File: src/dspin_pkg.sv
// Shared types, codes and helpers for the disk drive spindle controller.
// No dependencies; every other file refers to this package by scoped names.
package dspin_pkg;

   // Countdown timer width in bits.
   localparam int TIME_BITS = 16;
   localparam longint unsigned TIME_MAX = (64'd1 << TIME_BITS) - 64'd1;

   // Register file geometry: one register per 32-bit word.
   localparam int ADDR_BITS = 3;
   localparam int DATA_BITS = 32;
   localparam logic REG_SPIN_TIME     = 1'b0;
   localparam logic REG_WRITE_PROTECT = 1'b1;
   localparam logic [15:0] SPIN_TIME_RESET = 16'd1000;

   typedef enum logic [2:0] {
      OP_TICK       = 3'd0,
      OP_POWER_ON   = 3'd1,
      OP_POWER_OFF  = 3'd2,
      OP_SPIN_UP    = 3'd3,
      OP_SPIN_DOWN  = 3'd4,
      OP_SEEK       = 3'd5
   } op_type;

   typedef enum logic [2:0] {
      MODE_OFF       = 3'd0,
      MODE_UNLOADED  = 3'd1,
      MODE_SPIN_UP   = 3'd2,
      MODE_LOCKED    = 3'd3,
      MODE_SEEKING   = 3'd4,
      MODE_SPIN_DOWN = 3'd5,
      MODE_EMERGENCY = 3'd6
   } mode_type;

   typedef struct packed {
      logic [2:0]  operation;
      logic [15:0] seek_time;
      logic        run_switch_up;
   } req_type;

   typedef struct packed {
      logic [2:0] drive_state;
      logic       power_lamp;
      logic       load_lamp;
      logic       ready_lamp;
      logic       on_cylinder_lamp;
      logic       protect_lamp;
      logic       drive_ready;
      logic       seek_ready;
      logic       seek_done;
   } rsp_type;

   typedef struct packed {
      logic [15:0] spin_time;
      logic        write_protect;
   } cfg_type;

   typedef struct packed {
      logic power;
      logic load;
      logic ready;
      logic on_cylinder;
      logic protect;
   } lamps_type;

   typedef struct packed {
      logic drive_ready;
      logic seek_ready;
   } status_type;

   // Clamp a 16-bit duration to the timer range.
   function automatic logic [TIME_BITS-1:0] sat_time(input logic [15:0] ticks);
      logic [63:0] wide;
      wide = 64'(ticks);
      if (wide > TIME_MAX) begin
         return '1;
      end
      return TIME_BITS'(wide);
   endfunction

endpackage

File: src/dspin_csr.sv
// Configuration registers of the spindle controller on an APB-style port.
// Depends on dspin_pkg.
module dspin_csr (
   input  logic                                 clock,
   input  logic                                 reset,
   input  logic                                 psel,
   input  logic                                 penable,
   input  logic                                 pwrite,
   input  logic [dspin_pkg::ADDR_BITS-1:0]      paddr,
   input  logic [dspin_pkg::DATA_BITS-1:0]      pwdata,
   output logic [dspin_pkg::DATA_BITS-1:0]      prdata,
   output logic                                 pready,
   output dspin_pkg::cfg_type                   cfg
);

   logic [15:0] spin_time_ff;
   logic        write_protect_ff;
   logic        wr_en;

   assign pready = 1'b1;
   assign wr_en  = psel & penable & pwrite;

   // Word index sits at bit 2; byte offset bits are ignored.
   always_ff @(posedge clock) begin
      if (reset) begin
         spin_time_ff     <= dspin_pkg::SPIN_TIME_RESET;
         write_protect_ff <= 1'b0;
      end else if (wr_en) begin
         unique case (paddr[2])
            dspin_pkg::REG_SPIN_TIME:     spin_time_ff     <= pwdata[15:0];
            dspin_pkg::REG_WRITE_PROTECT: write_protect_ff <= pwdata[0];
            default: ;
         endcase
      end
   end

   always_comb begin
      unique case (paddr[2])
         dspin_pkg::REG_SPIN_TIME:     prdata = {16'd0, spin_time_ff};
         dspin_pkg::REG_WRITE_PROTECT: prdata = {31'd0, write_protect_ff};
         default:                      prdata = '0;
      endcase
   end

   assign cfg.spin_time     = spin_time_ff;
   assign cfg.write_protect = write_protect_ff;

endmodule

File: src/dspin_core.sv
// Drive mode machine, countdown timer, lamps and status bits.
// Depends on dspin_pkg; state advances on each word that reaches it.
module dspin_core (
   input  logic                 clock,
   input  logic                 reset,
   input  logic                 go,
   input  dspin_pkg::req_type   item,
   input  dspin_pkg::cfg_type   cfg,
   output dspin_pkg::rsp_type   rsp
);

   dspin_pkg::mode_type                 mode_ff, mode_in;
   logic [dspin_pkg::TIME_BITS-1:0]     count_ff, count_in;
   logic                                running_ff, running_in;
   dspin_pkg::lamps_type                lamps_ff, lamps_in;
   dspin_pkg::status_type               status_ff, status_in;
   logic                                done;
   logic                                expired;
   logic [dspin_pkg::TIME_BITS-1:0]     spin_full;
   logic [dspin_pkg::TIME_BITS-1:0]     spin_half;
   dspin_pkg::op_type                   op;

   assign op        = dspin_pkg::op_type'(item.operation);
   assign expired   = running_ff && (count_ff <= dspin_pkg::TIME_BITS'(1));
   assign spin_full = dspin_pkg::sat_time(cfg.spin_time);
   assign spin_half = dspin_pkg::sat_time(cfg.spin_time >> 1);

   // Next mode.
   always_comb begin
      mode_in = mode_ff;
      unique case (op)
         dspin_pkg::OP_TICK: begin
            if (expired) begin
               case (mode_ff)
                  dspin_pkg::MODE_SPIN_UP,
                  dspin_pkg::MODE_SEEKING:   mode_in = dspin_pkg::MODE_LOCKED;
                  dspin_pkg::MODE_SPIN_DOWN: mode_in = dspin_pkg::MODE_UNLOADED;
                  dspin_pkg::MODE_EMERGENCY: mode_in = dspin_pkg::MODE_OFF;
                  default: ;
               endcase
            end
         end
         dspin_pkg::OP_POWER_ON: begin
            if (mode_ff == dspin_pkg::MODE_OFF || mode_ff == dspin_pkg::MODE_EMERGENCY) begin
               if (!item.run_switch_up) begin
                  mode_in = dspin_pkg::MODE_UNLOADED;
               end else if (cfg.spin_time == 16'd0) begin
                  mode_in = dspin_pkg::MODE_LOCKED;
               end else begin
                  mode_in = dspin_pkg::MODE_SPIN_UP;
               end
            end
         end
         dspin_pkg::OP_POWER_OFF: begin
            case (mode_ff)
               dspin_pkg::MODE_UNLOADED:  mode_in = dspin_pkg::MODE_OFF;
               dspin_pkg::MODE_SPIN_UP,
               dspin_pkg::MODE_SPIN_DOWN,
               dspin_pkg::MODE_LOCKED,
               dspin_pkg::MODE_SEEKING:   mode_in = dspin_pkg::MODE_EMERGENCY;
               default: ;
            endcase
         end
         dspin_pkg::OP_SPIN_UP: begin
            if (mode_ff == dspin_pkg::MODE_UNLOADED || mode_ff == dspin_pkg::MODE_SPIN_DOWN) begin
               mode_in = dspin_pkg::MODE_SPIN_UP;
            end
         end
         dspin_pkg::OP_SPIN_DOWN: begin
            if (mode_ff == dspin_pkg::MODE_SPIN_UP || mode_ff == dspin_pkg::MODE_LOCKED ||
                mode_ff == dspin_pkg::MODE_SEEKING) begin
               mode_in = dspin_pkg::MODE_SPIN_DOWN;
            end
         end
         dspin_pkg::OP_SEEK: begin
            if (mode_ff == dspin_pkg::MODE_LOCKED) begin
               mode_in = dspin_pkg::MODE_SEEKING;
            end
         end
         default: ;
      endcase
   end

   // Timer, lamps, status bits and seek-done pulse.
   always_comb begin
      count_in   = count_ff;
      running_in = running_ff;
      lamps_in   = lamps_ff;
      status_in  = status_ff;
      done       = 1'b0;
      unique case (op)
         dspin_pkg::OP_TICK: begin
            if (expired) begin
               running_in = 1'b0;
               count_in   = '0;
               case (mode_ff)
                  dspin_pkg::MODE_SPIN_UP: begin
                     status_in.drive_ready = 1'b1;
                     status_in.seek_ready  = 1'b1;
                     lamps_in.ready        = 1'b1;
                     lamps_in.on_cylinder  = 1'b1;
                  end
                  dspin_pkg::MODE_SEEKING: begin
                     status_in.seek_ready = 1'b1;
                     lamps_in.on_cylinder = 1'b1;
                     done                 = 1'b1;
                  end
                  dspin_pkg::MODE_SPIN_DOWN: lamps_in.load = 1'b1;
                  dspin_pkg::MODE_EMERGENCY: lamps_in = '0;
                  default: ;
               endcase
            end else if (running_ff) begin
               count_in = count_ff - dspin_pkg::TIME_BITS'(1);
            end
         end
         dspin_pkg::OP_POWER_ON: begin
            if (mode_ff == dspin_pkg::MODE_OFF || mode_ff == dspin_pkg::MODE_EMERGENCY) begin
               running_in       = 1'b0;
               count_in         = '0;
               lamps_in.power   = 1'b1;
               lamps_in.protect = cfg.write_protect;
               if (!item.run_switch_up) begin
                  lamps_in.load = 1'b1;
               end else if (cfg.spin_time == 16'd0) begin
                  status_in.drive_ready = 1'b1;
                  status_in.seek_ready  = 1'b1;
                  lamps_in.ready        = 1'b1;
                  lamps_in.on_cylinder  = 1'b1;
               end else begin
                  count_in   = spin_full;
                  running_in = 1'b1;
               end
            end
         end
         dspin_pkg::OP_POWER_OFF: begin
            case (mode_ff)
               dspin_pkg::MODE_UNLOADED: lamps_in = '0;
               dspin_pkg::MODE_SPIN_UP,
               dspin_pkg::MODE_SPIN_DOWN,
               dspin_pkg::MODE_LOCKED,
               dspin_pkg::MODE_SEEKING: begin
                  // Emergency: lamps dark, keep a spin timer running, drop a seek timer.
                  lamps_in              = '0;
                  status_in.drive_ready = 1'b0;
                  if (mode_ff == dspin_pkg::MODE_LOCKED) begin
                     status_in.seek_ready = 1'b0;
                  end
                  if (!running_ff || mode_ff == dspin_pkg::MODE_SEEKING) begin
                     count_in   = spin_half;
                     running_in = 1'b1;
                  end
               end
               default: ;
            endcase
         end
         dspin_pkg::OP_SPIN_UP: begin
            if (mode_ff == dspin_pkg::MODE_UNLOADED || mode_ff == dspin_pkg::MODE_SPIN_DOWN) begin
               if (mode_ff == dspin_pkg::MODE_UNLOADED) begin
                  lamps_in.load = 1'b0;
               end
               count_in   = spin_full;
               running_in = 1'b1;
            end
         end
         dspin_pkg::OP_SPIN_DOWN: begin
            if (mode_ff == dspin_pkg::MODE_SPIN_UP || mode_ff == dspin_pkg::MODE_LOCKED ||
                mode_ff == dspin_pkg::MODE_SEEKING) begin
               status_in.drive_ready = 1'b0;
               lamps_in.ready        = 1'b0;
               running_in            = 1'b1;
               if (mode_ff == dspin_pkg::MODE_LOCKED) begin
                  status_in.seek_ready = 1'b0;
                  lamps_in.on_cylinder = 1'b0;
                  count_in             = spin_full;
               end else begin
                  count_in = spin_half;
               end
            end
         end
         dspin_pkg::OP_SEEK: begin
            if (mode_ff == dspin_pkg::MODE_LOCKED) begin
               status_in.seek_ready = 1'b0;
               lamps_in.on_cylinder = 1'b0;
               count_in             = dspin_pkg::sat_time(item.seek_time);
               running_in           = 1'b1;
            end
         end
         default: ;
      endcase
   end

   always_ff @(posedge clock) begin
      if (reset) begin
         mode_ff    <= dspin_pkg::MODE_OFF;
         count_ff   <= '0;
         running_ff <= 1'b0;
         lamps_ff   <= '0;
         status_ff  <= '0;
      end else if (go) begin
         mode_ff    <= mode_in;
         count_ff   <= count_in;
         running_ff <= running_in;
         lamps_ff   <= lamps_in;
         status_ff  <= status_in;
      end
   end

   assign rsp.drive_state      = 3'(mode_in);
   assign rsp.power_lamp       = lamps_in.power;
   assign rsp.load_lamp        = lamps_in.load;
   assign rsp.ready_lamp       = lamps_in.ready;
   assign rsp.on_cylinder_lamp = lamps_in.on_cylinder;
   assign rsp.protect_lamp     = lamps_in.protect;
   assign rsp.drive_ready      = status_in.drive_ready;
   assign rsp.seek_ready       = status_in.seek_ready;
   assign rsp.seek_done        = done;

endmodule

File: src/disk_drive_spindle_fsm.sv
// Top level of the disk drive spindle and front-panel controller.
// Depends on dspin_pkg, dspin_csr and dspin_core.
//
// Usage:
//  - req channel (req_valid/req_ready/req_data): one word per event, carrying
//    the operation (tick, power on/off, spin up/down, seek), the seek time and
//    the run switch position.
//  - rsp channel (rsp_valid/rsp_ready/rsp_data): exactly one word per request
//    word: drive mode, five lamps, drive-ready, seek-ready and seek-done pulse.
//  - APB-style port: spin_time at byte address 0, write_protect at 4.
//    pready is tied high; write only while the block is idle.
// Timing: a request word lands in the input register on its accept edge; the
//  first edge with the result register free runs the mode machine and loads
//  it, raising rsp_valid. One word per cycle sustained while rsp_ready is high;
//  the mode machine state update is the single step that sets this rate.
// Reset: synchronous, active high; drive powered off, timer stopped, lamps
//  off, spin_time 1000, write_protect 0.
// Backpressure: with rsp_ready low the result holds and the input register
//  still takes one more word; req_ready drops only when both stages are full.
module disk_drive_spindle_fsm (
   input  logic                             clock,
   input  logic                             reset,
   input  logic                             req_valid,
   output logic                             req_ready,
   input  dspin_pkg::req_type               req_data,
   output logic                             rsp_valid,
   input  logic                             rsp_ready,
   output dspin_pkg::rsp_type               rsp_data,
   input  logic                             psel,
   input  logic                             penable,
   input  logic                             pwrite,
   input  logic [dspin_pkg::ADDR_BITS-1:0]  paddr,
   input  logic [dspin_pkg::DATA_BITS-1:0]  pwdata,
   output logic [dspin_pkg::DATA_BITS-1:0]  prdata,
   output logic                             pready
);

   dspin_pkg::cfg_type  cfg;
   dspin_pkg::req_type  in_item_ff;
   logic                in_valid_ff;
   dspin_pkg::rsp_type  rsp_item_ff;
   dspin_pkg::rsp_type  core_rsp;
   logic                rsp_valid_ff;
   logic                advance;

   dspin_csr u_csr (
      .clock   (clock),
      .reset   (reset),
      .psel    (psel),
      .penable (penable),
      .pwrite  (pwrite),
      .paddr   (paddr),
      .pwdata  (pwdata),
      .prdata  (prdata),
      .pready  (pready),
      .cfg     (cfg)
   );

   // Move the held word into the result register when that register is free.
   assign advance   = in_valid_ff && (!rsp_valid_ff || rsp_ready);
   assign req_ready = !in_valid_ff || advance;

   dspin_core u_core (
      .clock (clock),
      .reset (reset),
      .go    (advance),
      .item  (in_item_ff),
      .cfg   (cfg),
      .rsp   (core_rsp)
   );

   // Input register.
   always_ff @(posedge clock) begin
      if (reset) begin
         in_valid_ff <= 1'b0;
      end else if (req_ready) begin
         in_valid_ff <= req_valid;
      end
   end

   always_ff @(posedge clock) begin
      if (req_ready && req_valid) begin
         in_item_ff <= req_data;
      end
   end

   // Result register: hold while the receiver stalls.
   always_ff @(posedge clock) begin
      if (reset) begin
         rsp_valid_ff <= 1'b0;
      end else if (advance) begin
         rsp_valid_ff <= 1'b1;
      end else if (rsp_ready) begin
         rsp_valid_ff <= 1'b0;
      end
   end

   always_ff @(posedge clock) begin
      if (advance) begin
         rsp_item_ff <= core_rsp;
      end
   end

   assign rsp_valid = rsp_valid_ff;
   assign rsp_data  = rsp_item_ff;

   // A completed seek always leaves the drive locked on cylinder.
   a_seek_done_locked: assert property (@(posedge clock) disable iff (reset)
      rsp_valid && rsp_data.seek_done |->
         rsp_data.drive_state == 3'(dspin_pkg::MODE_LOCKED))
      else $error("seek_done outside locked mode");

   // On-cylinder lamp and seek-ready status move together.
   a_oncyl_seek_ready: assert property (@(posedge clock) disable iff (reset)
      rsp_valid |-> rsp_data.on_cylinder_lamp == rsp_data.seek_ready)
      else $error("on-cylinder lamp and seek_ready disagree");

   // The ready lamp can only be lit on a powered drive.
   a_ready_needs_power: assert property (@(posedge clock) disable iff (reset)
      rsp_valid && rsp_data.ready_lamp |-> rsp_data.power_lamp)
      else $error("ready lamp lit without power lamp");

   // Powered off means every lamp is dark.
   a_off_dark: assert property (@(posedge clock) disable iff (reset)
      rsp_valid && rsp_data.drive_state == 3'(dspin_pkg::MODE_OFF) |->
         !(rsp_data.power_lamp || rsp_data.load_lamp || rsp_data.ready_lamp ||
           rsp_data.on_cylinder_lamp || rsp_data.protect_lamp))
      else $error("lamp lit while powered off");

endmodule

File: config.mk
export PLATFORM = sky130hd
export DESIGN_NAME = disk_drive_spindle_fsm
export DESIGN_NICKNAME = d
export VERILOG_FILES = /design/src/dspin_pkg.sv /design/src/dspin_csr.sv /design/src/dspin_core.sv /design/src/disk_drive_spindle_fsm.sv
export SDC_FILE = /design/constraint.sdc
export NUM_CORES = 1
export LEC_CHECK = 0
export ABC_AREA = 1
export ABC_CLOCK_PERIOD_IN_PS = 4300
export BUFFER_PORTS_ARGS = -buffer_cell sky130_fd_sc_hd__buf_2
export CAP_MARGIN = 20
export CELL_PAD_IN_SITES_DETAIL_PLACEMENT = 0
export CELL_PAD_IN_SITES_GLOBAL_PLACEMENT = 1
export CORE_MARGIN = 4
export CORE_UTILIZATION = 41
export DETAILED_ROUTE_END_ITERATION = 6
export GPL_ROUTABILITY_DRIVEN = 0
export PLACE_DENSITY = 0.95
export SLEW_MARGIN = 20
export SYNTH_ARGS = -nofsm -noshare
export SYNTH_HDL_FRONTEND = slang
export SYNTH_SLANG_ARGS = --single-unit
File: constraint.sdc
create_clock -name clock -period 4.3 [get_ports clock]
set_clock_uncertainty 0.1 [all_clocks]
set_input_delay 0.43 -clock clock [delete_from_list [all_inputs] [get_ports clock]]
set_output_delay 0.43 -clock clock [all_outputs]
set_load 0.01 [all_outputs]
== Yosys cells after proc, flatten, opt, wreduce, memory -nomap -nowiden ==
Cells that the tools add are included.

* Register bits after elaboration: 77
* Bits of input ports: 62
* Output and inout port bits: 46
* Logic and storage cells: 143

* $add $sub $neg: 1
* Magnitude comparators: 1
* Equal/unequal tests: 19
* Muxes and demuxes: 67
* Bitwise gates (word level): 3
* Reductions and logical operators: 26

{| class="wikitable"
|+ Operators with widths
! kind !! count
|-
| 16-bit two-way mux || 11
|-
| 16-bit one-hot mux with 6 select lines || 1
|-
| 32-bit one-hot mux with 2 select lines || 1
|-
| 1-bit two-way mux || 22
|-
| 2-bit two-way mux || 9
|-
| 3-bit two-way mux || 6
|-
| 3-bit one-hot mux with 6 select lines || 1
|-
| 9-bit AND reduction || 2
|-
| 16-bit by 1-bit less-or-equal comparator with 1-bit output, second input constant || 1
|-
| 16-bit zero test || 1
|-
| 16-bit by 1-bit subtractor with 16-bit output, second input constant || 1
|-
| 3-bit equality test, second input constant || 5
|-
| 5-bit two-way mux || 3
|-
| 2-bit by 1-bit inequality test with 1-bit output, second input constant || 7
|-
| 3-bit by 2-bit equality test with 1-bit output, second input constant || 4
|-
| 1-bit one-hot mux with 4 select lines || 3
|-
| 1-bit one-hot mux with 5 select lines || 2
|-
| 3-bit one-hot mux with 3 select lines || 1
|-
| 1-bit logical OR || 7
|-
| 3-bit by 1-bit equality test with 1-bit output, second input constant || 2
|-
| 3-bit zero test || 2
|-
| 1-bit one-hot mux with 2 select lines || 3
|-
| 1-bit one-hot mux with 3 select lines || 2
|-
| 1-bit one-hot mux with 6 select lines || 1
|-
| 12 further kinds || 19
|}

== Longest topological paths before layout ==
* Depth after elaboration: 5
* Mapped depth: 13
* Gate-level depth less buffers: 12

== Modules after synthesis ==
A second synthesis with hierarchy kept.

* Cells, all modules: 763
* Area, all modules: 5242.5 um^2

{| class="wikitable"
|+ By module, submodules not included
! module !! instances !! cells an instance !! area an instance (um^2) !! seq. area each (um^2)
|-
| dspin_core || 1 || 564 || 3144.3 || 540.5
|-
| dspin_csr || 1 || 156 || 1076.0 || 340.3
|-
| disk_drive_spindle_fsm || 1 || 43 || 1022.2 || 970.9
|}

== Least setup slack after synthesis ==
OpenSTA, ideal clock, no wires.

* Path kind: input to register
* Start point: in rsp_ready
* End point: reg u_core.lamps_ff[0] (netlist bit)
* Library setup time: 110 ps
* Arrival time: 1651 ps
* Required time: 4090 ps
* Path slack: 2439 ps
* Cell stages on the path: 8
* Path buffers: 1
* Cells stage by stage: inv_1 > nand2_1 > nand2_1 > clkinv_1 > clkbuf_1 > nand4_1 > nand2_1 > inv_1

* Longest elaborated chain between the ends: 2

{| class="wikitable"
|+ RTL lines
! item !! line !! text
|-
| start, declared || disk_drive_spindle_fsm.sv:27 || <nowiki>input logic rsp_ready,</nowiki>
|-
| 1-bit logical OR || disk_drive_spindle_fsm.sv:60 || <nowiki>assign advance = in_valid_ff && (!rsp_valid_ff || rsp_ready);</nowiki>
|-
| 1-bit logical AND || disk_drive_spindle_fsm.sv:60 ||
|-
| named net advance || disk_drive_spindle_fsm.sv:44 || <nowiki>logic advance;</nowiki>
|-
| end signal, assigned || dspin_core.sv:203 || <nowiki>lamps_ff <= lamps_in;</nowiki>
|-
| end, declared || dspin_core.sv:15 || <nowiki>dspin_pkg::lamps_type lamps_ff, lamps_in;</nowiki>
|}

The timed path passes the listed nets, and every way through them passes these cells.
A chain may end at the register's enable or synchronous reset.

== Worst setup path after layout ==
* Start point: reg in_item_ff[18] (netlist bit)
* End point: reg u_core.count_ff[11] (netlist bit)

* Longest elaborated chain between the ends: 3
* Elaborated cells between the ends (all ways): 16
* Those cells by class: eq/ne (12); mux (1); reduce/logical (3)

{| class="wikitable"
|+ RTL lines
! item !! line !! text
|-
| start, declared || disk_drive_spindle_fsm.sv:39 || <nowiki>dspin_pkg::req_type in_item_ff;</nowiki>
|-
| start signal, assigned || disk_drive_spindle_fsm.sv:83 || <nowiki>in_item_ff <= req_data;</nowiki>
|-
| 3-bit by 1-bit equality test with 1-bit output, or another cell as far along || dspin_core.sv:91 || <nowiki>unique case (op)</nowiki>
|-
| 6-bit nonzero test (no line), or another cell as far along || n/a ||
|-
| 9-bit AND reduction (no line) || n/a ||
|-
| end signal, assigned || dspin_core.sv:201 || <nowiki>count_ff <= count_in;</nowiki>
|-
| end, declared || dspin_core.sv:13 || <nowiki>logic [dspin_pkg::TIME_BITS-1:0] count_ff, count_in;</nowiki>
|}

Parallel ways exist; a longest one is shown, timed or not.

==> flow_metrics.env <==
export IMPL_status="complete, no violations"
export IMPL_synthTopCellsByArea="edfxtp_1 (20%), dfxtp_1 (20%), nand2_1 (12%)"
export IMPL_hold_viol=0
export IMPL_ys_seq_elements=77
export IMPL_yosys_warnings=0
export IMPL_syn_area_per_cell_um2=6.963
export IMPL_ys_seq_area_share_pct=39.23
export IMPL_track_usage_pct=18.28
export IMPL_yosysMostFrequentCell="nand2_1"
export IMPL_yosys_top_cells_count="nand2_1 (149), nor2_1 (110), inv_1 (70), nand3_1 (48), dfxtp_1 (46)"
export IMPL_postRouteWirelength_mm=12.07
export IMPL_postSynth_asyncResetShare_pct=0
export IMPL_initial_utilization_pct=42.80
export IMPL_clockPowerShare_pct=40.4
export IMPL_setup_viol=0
export IMPL_cp_arrival_ns=2.67
export IMPL_core_area_um2=11030
export IMPL_postSynthCellCount=678
export IMPL_num_rows=38
export IMPL_dr_max_layer_used="met4"
export IMPL_portBuffers=72
export IMPL_synth_top_area_cell="edfxtp_1"
export IMPL_p_sw_uw=583.0
export IMPL_netlist_area_um2=4721
export IMPL_critPathMaxFanout=12
export IMPL_clock_latency_ns=0.34
export IMPL_clockRootBuffer="clkbuf_16"
export IMPL_drive_above_1_share_pct=16.58
export IMPL_worstReg2RegStart="in_item_ff[18]$_DFFE_PP_"
export IMPL_grt_max_degree=35
export IMPL_dr_wl_met3_um=857
export IMPL_drt_iter0_drc=317
export IMPL_post_cts_resized=0
export IMPL_start_kind="flop"
export IMPL_grt_pass1_vias=4234
export IMPL_period_needed_ns=2.539
export IMPL_cts_htree_levels=3
export IMPL_dr_total_vias=4524
export IMPL_grt_pass1_wl_mm=19.64
export IMPL_crit_required_ns=4.43
export IMPL_fin_area_um2=5400
export IMPL_regToRegSetupSlack_ns=1.76
export IMPL_cts_buffer_depth=2
export IMPL_p_seq_share_pct=40.6
export IMPL_min_period_over_period_pct=59.05
export IMPL_hpwl_mm=9.121
export IMPL_r2r_end="u_core.count_ff[11]$_SDFFE_PP0P_"
export IMPL_hold_ws_ns=0.1659
export IMPL_crit_path_end="u_core.count_ff[11]$_SDFFE_PP0P_"
export IMPL_grt_overflow_total=0
export IMPL_p_leak_uw=0.002688
export IMPL_p_comb_share_pct=19.0
export IMPL_p_int_uw=1480
export IMPL_syn2layout_area_growth_pct=14.39
export IMPL_place_area_um2=5056
export IMPL_drt_met1_wl_mm=5.517
export IMPL_drv_cap=0
export IMPL_cts_hold_buf=0
export IMPL_swShare_pct=28.25
export IMPL_rr_worst_depth=9
export IMPL_netlist_area_leader_share_pct=19.72
export IMPL_worst_slew_pin_slew_ns=1.065
export IMPL_p_per_area_nw_per_um2=382.1
export IMPL_fp_dieH_um=115.3
export IMPL_nets=801
export IMPL_cts_inserted_buffers=9
export IMPL_viasPerCell=5.129
export IMPL_cts_clk_slew_worst_paths_ns=0.06
export IMPL_crit_type="flop to flop"
export IMPL_avgRoutedWirePerCell_um=13.68
export IMPL_synth_flop_cell="dfxtp_1"
export IMPL_io_pins=108
export IMPL_fmax_ghz=0.3939
export IMPL_wl_met2_mm=5.413
export IMPL_ys_types=39
export IMPL_dr_pass1_iters=6
export IMPL_cts_sinks=77
export IMPL_vdd_drop_max_v=0.0001937
export IMPL_drv_slew=0
export IMPL_die_x_um=115.3
export IMPL_fin_tns_setup_ns=0
export IMPL_tritoncts="yes"
export IMPL_rsz0062_at_grt="false"
export IMPL_die_area_um2=13300
export IMPL_slew_headroom_pct=28.90
export IMPL_antennaDiodeCount=0
export IMPL_worstSetupEndpointType="flop"
export IMPL_hold_path_class="input pin to flop"
export IMPL_crit_start="in_item_ff[18]$_DFFE_PP_"
export IMPL_cts_setup_buffers=0
export IMPL_detail_route_antenna_nets=0
export IMPL_synth_edf_count=31
export IMPL_post_route_drc_count=0
export IMPL_antenna_found_initial=0
[registers in the layout, summed over array words and instances, names as in the netlist, 2 cells and up]
signal,flops
u_core.mode_ff,3
in_item_ff,20
u_csr.spin_time_ff,16
u_core.count_ff,16
rsp_data,11
u_core.status_ff,2
u_core.lamps_ff,5
[cell families (layout without fill, tap and decap cells)]
kind of cell               Yosys count  in the layout  share of synthesized area (%)
and+or+nand+nor                    358            358                          33.32
buffers and inverters              120            169                          12.01
AOI/OAI and AO/OA                  108            108                          12.72
DFF                                 77             77                          39.23
xor gates and xnor gates            11             11                          2.041
adders and majority gates            2              2                         0.5300
other                                2             17                         0.1591
[per-stage QoR]
step,util (%),cells,setup slack (ns),total power (uW)
global placement,45.84,866,1.754,1233
floorplan,-,693,2.439,1155
CTS,48.91,882,1.740,2072
global route,48.96,882,1.484,2164
finish,48.96,882,1.761,2063
detailed placement,45.84,866,1.765,1239
[critical path, cell delays in order, from the launching register on]
cell	delay [ns]
edfxtp_1	0.60
nor2_1	0.10
nand2_1	0.22
inv_1	0.13
a21oi_1	0.69
a21oi_1	0.15
nor2_1	0.21
nand2_1	0.08
nor2_1	0.09
nor2_1	0.05
[cell usage in the layout (no fill, tap or decap), drive strengths merged]
cell type / instances
inv: 79
clkbuf: 12
xnor2: 1
ha: 2
a21o: 8
conb: 17
clkinv: 2
o22ai: 2
nand4: 17
edfxtp: 31
or2: 8
nand3b: 3
o21a: 9
dfxtp: 46
a21oi: 41
nor2: 117
clkinvlp: 2
xor2: 10
bufinv: 1
o211ai: 3
o21ai: 42
a22oi: 1
o21bai: 2
nor3: 10
nand2: 153
buf: 73
nand3: 50
[area by class of cell]
type | count | area [um^2]
clock inverters | 4 | 50.05
clock buffers | 12 | 289.0
multi-input cells | 496 | 2364
inverters | 80 | 302.8
fillers | 1110 | 5630
well taps | 140 | 175.2
flip-flops and latches | 77 | 1852
repair buffers | 73 | 367.9
[how the worst min path moves through the flow]
stage | from | to | depth (start not counted)
after global placement | rsp_valid$_SDFFE_PP0P_ | rsp_valid$_SDFFE_PP0P_ | 2
after detailed placement | rsp_valid$_SDFFE_PP0P_ | rsp_valid$_SDFFE_PP0P_ | 2
after global routing | req_data[5] | in_item_ff[5]$_DFFE_PP_ | 1
final | req_data[19] | in_item_ff[19]$_DFFE_PP_ | 1
after floorplan | u_csr.write_protect_ff$_SDFFE_PP0P_ | u_csr.write_protect_ff$_SDFFE_PP0P_ | 2
after CTS | req_data[6] | in_item_ff[6]$_DFFE_PP_ | 1
[metal layers]
layer,vias to the layer above,global-route usage (%)
li1,2283,-
met1,2031,24.54
met2,176,28.78
met3,34,3.737
met4,0,7.433
met5,-,0
[power by group through the flow]
stage / combinational, uW / sequential [uW] / clock, uW
floorplan: 313 / 842 / 0
detailed placement: 386 / 853 / 0
global route: 443 / 844 / 877
CTS: 389 / 837 / 845
finish: 393 / 838 / 833
global placement: 382 / 851 / 0
Note: power is estimated with default switching activity, not from simulation.
